===== src/rtl/crc8ps_pkg.sv =====
// Shared types, codes and helper functions for the CRC-8 frame sender.
// No dependencies.
package crc8ps_pkg;

	// request selector codes
	localparam logic [1:0] FUNC_SEND = 2'd0;
	localparam logic [1:0] FUNC_RX   = 2'd1;
	localparam logic [1:0] FUNC_TICK = 2'd2;

	// result kinds
	localparam logic [1:0] KIND_BYTE = 2'd0;
	localparam logic [1:0] KIND_DONE = 2'd1;
	localparam logic [1:0] KIND_BUSY = 2'd2;

	// configuration register indexes
	localparam logic [1:0] REG_START   = 2'd0;
	localparam logic [1:0] REG_STOP    = 2'd1;
	localparam logic [1:0] REG_RETRY   = 2'd2;
	localparam logic [1:0] REG_ACK_MIN = 2'd3;

	localparam int CFG_DW = 16;

	localparam logic [7:0]  START_RST   = 8'h30;
	localparam logic [7:0]  STOP_RST    = 8'h20;
	localparam logic [15:0] RETRY_RST   = 16'd500;
	localparam logic [2:0]  ACK_MIN_RST = 3'd4;

	localparam logic [7:0] CRC_POLY  = 8'h07;
	localparam int         FRAME_LEN = 10;
	localparam int         QUEUE_DEPTH = 2;

	typedef struct packed {
		logic [7:0]  start_marker;
		logic [7:0]  stop_marker;
		logic [15:0] retry_ticks;
		logic [2:0]  ack_min_ones;
	} cfg_t;

	// one queued command: a frame to send or a single result
	typedef struct packed {
		logic [1:0]  kind;
		logic [7:0]  msg_id;
		logic [7:0]  sensor;
		logic [7:0]  dtype;
		logic [31:0] payload;
	} cmd_t;

	function automatic logic [7:0] crc8_step(logic [7:0] crc, logic [7:0] b);
		logic [7:0] c;
		c = crc ^ b;
		for (int k = 0; k < 8; k++) begin
			c = c[7] ? ({c[6:0], 1'b0} ^ CRC_POLY) : {c[6:0], 1'b0};
		end
		return c;
	endfunction

	// set bits among the low seven, bit 7 ignored
	function automatic logic [2:0] ones7(logic [7:0] b);
		logic [2:0] n;
		n = 3'd0;
		for (int k = 0; k < 7; k++) begin
			n = n + {2'b00, b[k]};
		end
		return n;
	endfunction

endpackage


===== src/rtl/crc8_packet_sender_with_retry.sv =====
// Stop-and-wait CRC-8 frame sender: each request, received byte or tick is
// one input transaction; results are frame bytes or single status results.
// The accepted command passes the queue, and the back part registers the first result.
// Throughput: one input per cycle while the command queue has room; one
// result per cycle while out_ready is high; a frame holds the back part for ten bytes.
// Reset (async, active low) empties queue and output, registers to defaults.
module crc8_packet_sender_with_retry #(
	parameter int QUEUE_DEPTH = crc8ps_pkg::QUEUE_DEPTH
) (
	input  logic                        clk,
	input  logic                        arst_n,
	input  logic                        cfg_we,
	input  logic [1:0]                  cfg_index,
	input  logic [crc8ps_pkg::CFG_DW-1:0] cfg_data,
	input  logic                        in_valid,
	output logic                        in_ready,
	input  logic [1:0]                  func,
	input  logic [7:0]                  sensor_no,
	input  logic [7:0]                  payload_type,
	input  logic [31:0]                 payload,
	input  logic [7:0]                  rx_byte,
	output logic                        out_valid,
	input  logic                        out_ready,
	output logic [1:0]                  kind,
	output logic [7:0]                  tx_byte,
	output logic                        last
);
	crc8ps_pkg::cfg_t cfg_q;
	crc8ps_pkg::cmd_t push_cmd, head;
	logic push, pop, full, nonempty, take;

	assign in_ready = !full;
	assign take     = in_valid && in_ready;

	always_ff @(posedge clk or negedge arst_n) begin
		if (!arst_n) begin
			cfg_q.start_marker <= crc8ps_pkg::START_RST;
			cfg_q.stop_marker  <= crc8ps_pkg::STOP_RST;
			cfg_q.retry_ticks  <= crc8ps_pkg::RETRY_RST;
			cfg_q.ack_min_ones <= crc8ps_pkg::ACK_MIN_RST;
		end else if (cfg_we) begin
			case (cfg_index)
				crc8ps_pkg::REG_START:   cfg_q.start_marker <= cfg_data[7:0];
				crc8ps_pkg::REG_STOP:    cfg_q.stop_marker  <= cfg_data[7:0];
				crc8ps_pkg::REG_RETRY:   cfg_q.retry_ticks  <= cfg_data[15:0];
				crc8ps_pkg::REG_ACK_MIN: cfg_q.ack_min_ones <= cfg_data[2:0];
				default: ;
			endcase
		end
	end

	crc8ps_front u_front (
		.clk          (clk),
		.arst_n       (arst_n),
		.cfg          (cfg_q),
		.take         (take),
		.func         (func),
		.sensor_no    (sensor_no),
		.payload_type (payload_type),
		.payload      (payload),
		.rx_byte      (rx_byte),
		.push         (push),
		.push_cmd     (push_cmd)
	);

	crc8ps_fifo #(.DEPTH(QUEUE_DEPTH)) u_fifo (
		.clk      (clk),
		.arst_n   (arst_n),
		.push     (push),
		.push_cmd (push_cmd),
		.pop      (pop),
		.full     (full),
		.nonempty (nonempty),
		.head     (head)
	);

	crc8ps_back u_back (
		.clk        (clk),
		.arst_n     (arst_n),
		.cfg        (cfg_q),
		.q_nonempty (nonempty),
		.q_head     (head),
		.pop        (pop),
		.out_valid  (out_valid),
		.out_ready  (out_ready),
		.kind       (kind),
		.tx_byte    (tx_byte),
		.last       (last)
	);

endmodule


===== src/rtl/crc8ps_fifo.sv =====
// Short command queue between the front and back parts.
// Depends on crc8ps_pkg.
module crc8ps_fifo #(
	parameter int DEPTH = crc8ps_pkg::QUEUE_DEPTH
) (
	input  logic              clk,
	input  logic              arst_n,
	input  logic              push,
	input  crc8ps_pkg::cmd_t  push_cmd,
	input  logic              pop,
	output logic              full,
	output logic              nonempty,
	output crc8ps_pkg::cmd_t  head
);
	localparam int PW = (DEPTH > 1) ? $clog2(DEPTH) : 1;
	localparam int CW = $clog2(DEPTH + 1);

	crc8ps_pkg::cmd_t mem_q [DEPTH];
	logic [PW-1:0] wr_ptr_q, rd_ptr_q;
	logic [CW-1:0] cnt_q;

	function automatic logic [PW-1:0] bump(logic [PW-1:0] p);
		return (p == PW'(DEPTH - 1)) ? '0 : p + PW'(1);
	endfunction

	assign full     = (cnt_q == CW'(DEPTH));
	assign nonempty = (cnt_q != '0);
	assign head     = mem_q[rd_ptr_q];

	always_ff @(posedge clk or negedge arst_n) begin
		if (!arst_n) begin
			wr_ptr_q <= '0;
			rd_ptr_q <= '0;
			cnt_q    <= '0;
		end else begin
			if (push) wr_ptr_q <= bump(wr_ptr_q);
			if (pop)  rd_ptr_q <= bump(rd_ptr_q);
			if (push && !pop)      cnt_q <= cnt_q + CW'(1);
			else if (pop && !push) cnt_q <= cnt_q - CW'(1);
		end
	end

	always_ff @(posedge clk) begin
		if (push) mem_q[wr_ptr_q] <= push_cmd;
	end

endmodule


===== src/rtl/crc8ps_front.sv =====
// Front part: takes requests, keeps the retry state and queues commands.
// Depends on crc8ps_pkg.
module crc8ps_front (
	input  logic              clk,
	input  logic              arst_n,
	input  crc8ps_pkg::cfg_t  cfg,
	input  logic              take,
	input  logic [1:0]        func,
	input  logic [7:0]        sensor_no,
	input  logic [7:0]        payload_type,
	input  logic [31:0]       payload,
	input  logic [7:0]        rx_byte,
	output logic              push,
	output crc8ps_pkg::cmd_t  push_cmd
);
	logic        busy_q, ack_q;
	logic [15:0] tick_q;
	logic [7:0]  cnt_q, sensor_q, dtype_q;
	logic [31:0] payload_q;
	logic [15:0] tick_nxt;
	logic        expire;

	assign tick_nxt = tick_q + 16'd1;
	assign expire   = (tick_nxt >= cfg.retry_ticks);

	always_comb begin
		push     = 1'b0;
		push_cmd = '{kind: crc8ps_pkg::KIND_BYTE, msg_id: cnt_q, sensor: sensor_q,
			dtype: dtype_q, payload: payload_q};
		case (func)
			crc8ps_pkg::FUNC_SEND: begin
				push = take;
				if (busy_q) begin
					push_cmd.kind = crc8ps_pkg::KIND_BUSY;
				end else begin
					push_cmd.msg_id  = cnt_q + 8'd1;
					push_cmd.sensor  = sensor_no;
					push_cmd.dtype   = payload_type;
					push_cmd.payload = payload;
				end
			end
			crc8ps_pkg::FUNC_TICK: begin
				push = take && busy_q && expire;
				if (ack_q) push_cmd.kind = crc8ps_pkg::KIND_DONE;
			end
			default: ;
		endcase
	end

	always_ff @(posedge clk or negedge arst_n) begin
		if (!arst_n) begin
			busy_q    <= 1'b0;
			ack_q     <= 1'b0;
			tick_q    <= '0;
			cnt_q     <= '0;
			sensor_q  <= '0;
			dtype_q   <= '0;
			payload_q <= '0;
		end else if (take) begin
			case (func)
				crc8ps_pkg::FUNC_SEND: begin
					if (!busy_q) begin
						busy_q    <= 1'b1;
						ack_q     <= 1'b0;
						tick_q    <= '0;
						cnt_q     <= cnt_q + 8'd1;
						sensor_q  <= sensor_no;
						dtype_q   <= payload_type;
						payload_q <= payload;
					end
				end
				crc8ps_pkg::FUNC_RX: begin
					ack_q <= (crc8ps_pkg::ones7(rx_byte) >= cfg.ack_min_ones);
				end
				crc8ps_pkg::FUNC_TICK: begin
					if (busy_q) begin
						// restart the period on expiry; drop busy at an expiry once acknowledged
						tick_q <= expire ? 16'd0 : tick_nxt;
						if (expire && ack_q) busy_q <= 1'b0;
					end
				end
				default: ;
			endcase
		end
	end

endmodule


===== src/rtl/crc8ps_back.sv =====
// Back part: turns queued commands into result transactions, one per cycle while
// out_ready is high, computing the CRC as the frame goes out. Depends on crc8ps_pkg.
module crc8ps_back (
	input  logic              clk,
	input  logic              arst_n,
	input  crc8ps_pkg::cfg_t  cfg,
	input  logic              q_nonempty,
	input  crc8ps_pkg::cmd_t  q_head,
	output logic              pop,
	output logic              out_valid,
	input  logic              out_ready,
	output logic [1:0]        kind,
	output logic [7:0]        tx_byte,
	output logic              last
);
	localparam logic [3:0] LAST_IDX = 4'(crc8ps_pkg::FRAME_LEN - 1);

	logic              out_valid_q, active_q;
	logic [3:0]        idx_q;
	logic [7:0]        crc_q;
	crc8ps_pkg::cmd_t  cur_q;
	logic [1:0]        kind_q;
	logic [7:0]        tx_q;
	logic              last_q;
	logic              adv;
	logic [7:0]        fbyte;

	assign adv = !out_valid_q || out_ready;
	assign pop = adv && !active_q && q_nonempty;

	assign out_valid = out_valid_q;
	assign kind      = kind_q;
	assign tx_byte   = tx_q;
	assign last      = last_q;

	always_comb begin
		case (idx_q)
			4'd1:    fbyte = cur_q.msg_id;
			4'd2:    fbyte = cur_q.sensor;
			4'd3:    fbyte = cur_q.dtype;
			4'd4:    fbyte = cur_q.payload[7:0];
			4'd5:    fbyte = cur_q.payload[15:8];
			4'd6:    fbyte = cur_q.payload[23:16];
			4'd7:    fbyte = cur_q.payload[31:24];
			4'd8:    fbyte = crc_q;
			4'd9:    fbyte = cfg.stop_marker;
			default: fbyte = 8'd0;
		endcase
	end

	always_ff @(posedge clk or negedge arst_n) begin
		if (!arst_n) begin
			out_valid_q <= 1'b0;
			active_q    <= 1'b0;
			idx_q       <= '0;
		end else if (adv) begin
			if (active_q) begin
				out_valid_q <= 1'b1;
				idx_q       <= idx_q + 4'd1;
				if (idx_q == LAST_IDX) active_q <= 1'b0;
			end else if (q_nonempty) begin
				out_valid_q <= 1'b1;
				if (q_head.kind == crc8ps_pkg::KIND_BYTE) begin
					active_q <= 1'b1;
					idx_q    <= 4'd1;
				end
			end else begin
				out_valid_q <= 1'b0;
			end
		end
	end

	always_ff @(posedge clk) begin
		if (adv) begin
			if (active_q) begin
				kind_q <= crc8ps_pkg::KIND_BYTE;
				tx_q   <= fbyte;
				last_q <= (idx_q == LAST_IDX);
				crc_q  <= crc8ps_pkg::crc8_step(crc_q, fbyte);
			end else if (q_nonempty) begin
				kind_q <= q_head.kind;
				if (q_head.kind == crc8ps_pkg::KIND_BYTE) begin
					// hold the frame fields and open with the start marker
					cur_q  <= q_head;
					crc_q  <= 8'd0;
					tx_q   <= cfg.start_marker;
					last_q <= 1'b0;
				end else begin
					tx_q   <= 8'd0;
					last_q <= 1'b1;
				end
			end
		end
	end

endmodule


===== config.mk =====
export PLATFORM = sky130hd
export DESIGN_NAME = crc8_packet_sender_with_retry
export DESIGN_NICKNAME = d
export VERILOG_FILES = /design/src/rtl/crc8ps_pkg.sv /design/src/rtl/crc8_packet_sender_with_retry.sv /design/src/rtl/crc8ps_fifo.sv /design/src/rtl/crc8ps_front.sv /design/src/rtl/crc8ps_back.sv
export SDC_FILE = /design/constraint.sdc
export NUM_CORES = 1
export LEC_CHECK = 0
export BUFFER_PORTS_ARGS = -buffer_cell sky130_fd_sc_hd__buf_2
export CAP_MARGIN = 20
export CORE_MARGIN = 2
export CORE_UTILIZATION = 45
export DETAILED_ROUTE_END_ITERATION = 8
export REMOVE_ABC_BUFFERS = 1
export SETUP_SLACK_MARGIN = 0.02
export SLEW_MARGIN = 20
export SYNTH_ARGS = -nofsm -noshare
export SYNTH_HDL_FRONTEND = slang
export SYNTH_SLANG_ARGS = --single-unit
export TNS_END_PERCENT = 5

===== constraint.sdc =====
create_clock -name clk -period 7.1 [get_ports clk]
set_input_delay 2.13 -clock clk [delete_from_list [all_inputs] [get_ports clk]]
set_output_delay 2.13 -clock clk [all_outputs]
set_load 0.02 [all_outputs]

==> impl_metrics.toml <==
[status]
status = "finished clean"

[sta]
setup_viol = 0
rsz0062_at_grt = "false"
min_period_ps = 4470
post-route-period-util = 0.630
tns_ps = 0
slew_violations = 0
fin_ws_ps = 2630
hold_viol = 0
fin_skew_ps = 13.8
tightest_slew_ps = 1080
timing.slew.headroom = 0.275
max_freq_mhz = 223

[floorplan]
fp.dieW_um = 181
num_io_pins = 94
start_util = 0.458
design.core.area_um2 = 30700
die_area_um2 = 32600
dieHeight_um = 181
row_count = 64

[cells_and_area]
final_common_cell = "nand2_1"
area_growth_pct = 13.7
drive_gt1_frac = 0.279
antenna-diode-count = 0
fin_nets = 1277
final_cell_mix = "nand2_1, edfxtp_1, mux2_2"
postLayoutCoreUtil = 0.521

[detailed_routing]
vias_per_cell = 5.32
wirelength_um = 28200
first_iter_violations = 554
wl_per_cell_um = 17.8
ant_nets = 0
via_count = 8420
dr.pass1.iters = 5
drc = 0

[synth]
avgSynthCellArea_um2 = 13.1
yosys_warnings = 0
synth_area_um2 = 14000
synth_edf_count = 191
syn-instance-count = 1069
yosysSeqAreaShare = 0.621
ys_ff_latch = 310
yosys.cell_types.count = 69
synthFlopType = "edfxtp_1"
synthArstFlopShare = 0.384

[placement]
pre_cts_ws_ps = 2090
port_buffers = 92
place_congestion = 0.845
dpl.hpwl_um = 17600

[grt]
grt_antenna_before_repair = 0
grt_pass1_vias = 8579
grt_overflow = 0
grt_max_degree = 62
grt_pass1_wl_um = 46000
grt_usage = 0.176

[worst_setup_path]
critical_path.max_fanout = 58
cp-start-kind = "register"
r2r_end = "u_fifo.mem_q[1][49]"
crit_path_end_kind = "register"
critPathRequiredTime_ps = 7240
max_stage_delay_ps = 650
crit_chain = "and4_1 > nand3_1 > nor2_1 > and3_1 > nor2b_1 > or2_2 > ha_1 > nand4_1 > nor2_1 > o21ai_0 > inv_1 > nand2_1 > a311oi_4 > buf_4"
critPathSlowestCell = "buf_4"
crit_top_cell = "nor2_1"
crit_type = "reg -> reg"
crit_family = "simple AND/OR/NAND/NOR gates"
timing.rr.start = "u_front.tick_q[2]"
crit_cells = 14
cp.arrival_ps = 4610
setup.worst_path.start = "u_front.tick_q[2]"
setup.worst_path.end = "u_fifo.mem_q[1][49]"
reg2reg_slack_ps = 2630
cp.buffers_inverters = 2
ff2ff_path_depth = 14

[cts]
cts_setup_buffers = 0
clock_latency_ps = 510
clk_path_buf_depth = 3
htree_levels = 2
tritoncts = "yes"
clock-sinks = 310
clkTransAtPathRegs_ps = 60
root_buffer = "clkbuf_16"
cts_buffers = 34
hold_buffers = 0
cts-resized-gates = 0

[power]
power_per_cell_area_nw_per_um2 = 361
peakVddDrop_v = 0.000193
power.leakage_nw = 6.54

[worst_hold_path]
hold_path.class = "reg -> reg"

[run]
cap_viol_max_count = 0
## registers in the layout, summed over array words and instances (netlist names), 8 cells and up
register,flops
u_back.crc_q,8
u_back.cur_q,56
u_front.tick_q,16
cfg_q,35
u_front.cnt_q,8
u_front.sensor_q,8
u_back.tx_byte,8
u_front.dtype_q,8
u_fifo.mem_q,116
u_front.payload_q,32
## power by group
| part | switching (mW) | internal [mW] |
|---|---|---|
| sequential | 0.245 | 2.27 |
| clock | 0.683 | 0.939 |
| combinational | 0.870 | 0.752 |
| total | 1.80 | 3.97 |
## per-stage QoR
stage	std cells	hold WS (ps)	total power [mW]	cell area [um^2]
6_report	1582	468	5.76	16000
5_1_grt	1582	496	6.10	16000
4_1_cts	1582	472	5.83	16000
3_5_place_dp	1524	458	4.18	14900
3_3_place_gp	1524	453	4.16	14900
2_1_floorplan	1022	442	3.72	13800
## cell type report
type	instances	area [um^2]
fill	2651	14700
sequential	310	8730
multi-input combinational	675	5010
clock buffer	48	953
timing repair buffer	106	568
tap	396	495
inverter	37	139
clock inverter	10	71.3
## synthesized netlist by cell type (all sizes together) (6+ instances only)
| master | count | area (um^2) |
|---|---|---|
| nand2b | 10 | 62.6 |
| a21o | 7 | 52.6 |
| mux2i | 12 | 136 |
| a22o | 10 | 87.6 |
| ha | 29 | 363 |
| and3 | 12 | 75.1 |
| mux2 | 142 | 1600 |
| nor3 | 9 | 45.0 |
| buf | 10 | 66.3 |
| o21ai | 19 | 95.1 |
| nor2b | 10 | 65.1 |
| a21oi | 12 | 60.1 |
| nand4 | 9 | 56.3 |
| xnor2 | 30 | 300 |
| nand2 | 204 | 766 |
| o2111ai | 11 | 96.3 |
| xor2 | 16 | 159 |
| dfstp | 10 | 263 |
| nor2 | 33 | 126 |
| nand3 | 20 | 105 |
| clkbuf | 37 | 159 |
| o211ai | 7 | 52.6 |
| a22oi | 7 | 52.6 |
| dfrtp | 109 | 2730 |
| inv | 37 | 139 |
| edfxtp | 191 | 5740 |
| or2 | 6 | 37.5 |
## worst register-to-register path: stages, from the launching register on
cell	delay, ps
dfrtp_1	480
and4_1	320
nand3_1	130
nor2_1	300
and3_1	230
nor2b_1	60
or2_2	290
ha_1	300
nand4_1	140
nor2_1	190
o21ai_0	130
inv_1	90
nand2_1	320
a311oi_4	360
buf_4	650
## kinds of logic after synthesis
family          after synthesis  synth area share
simple gates                327             0.102
flops                       310             0.621
mux                         154             0.124
compound gates              116            0.0641
buf+inv                      84            0.0259
xor+xnor                     46            0.0327
fa+ha+maj                    32            0.0301
## how the worst min path moves through the flow
| stage | slack, ps | cells past startpoint | start | end |
|---|---|---|---|---|
| after floorplan | 440 | 2 | u_front.dtype_q[0] | u_front.dtype_q[0] |
| after global routing | 500 | 2 | u_front.payload_q[11] | u_front.payload_q[11] |
| after detailed placement | 460 | 2 | u_front.payload_q[18] | u_front.payload_q[18] |
| final | 470 | 2 | u_front.payload_q[2] | u_front.payload_q[2] |
| after global placement | 450 | 2 | u_front.dtype_q[7] | u_front.dtype_q[7] |
| after CTS | 470 | 2 | u_front.payload_q[18] | u_front.payload_q[18] |
## per-layer routing
metal	part of all wire	GRT usage	vias up
li1	-	-	4051
met1	0.46	0.242	4168
met2	0.48	0.289	156
met3	0.040	0.0289	45
met4	0.020	0.0503	0
met5	0	0	-
Note: power is estimated with default switching activity, not from simulation.
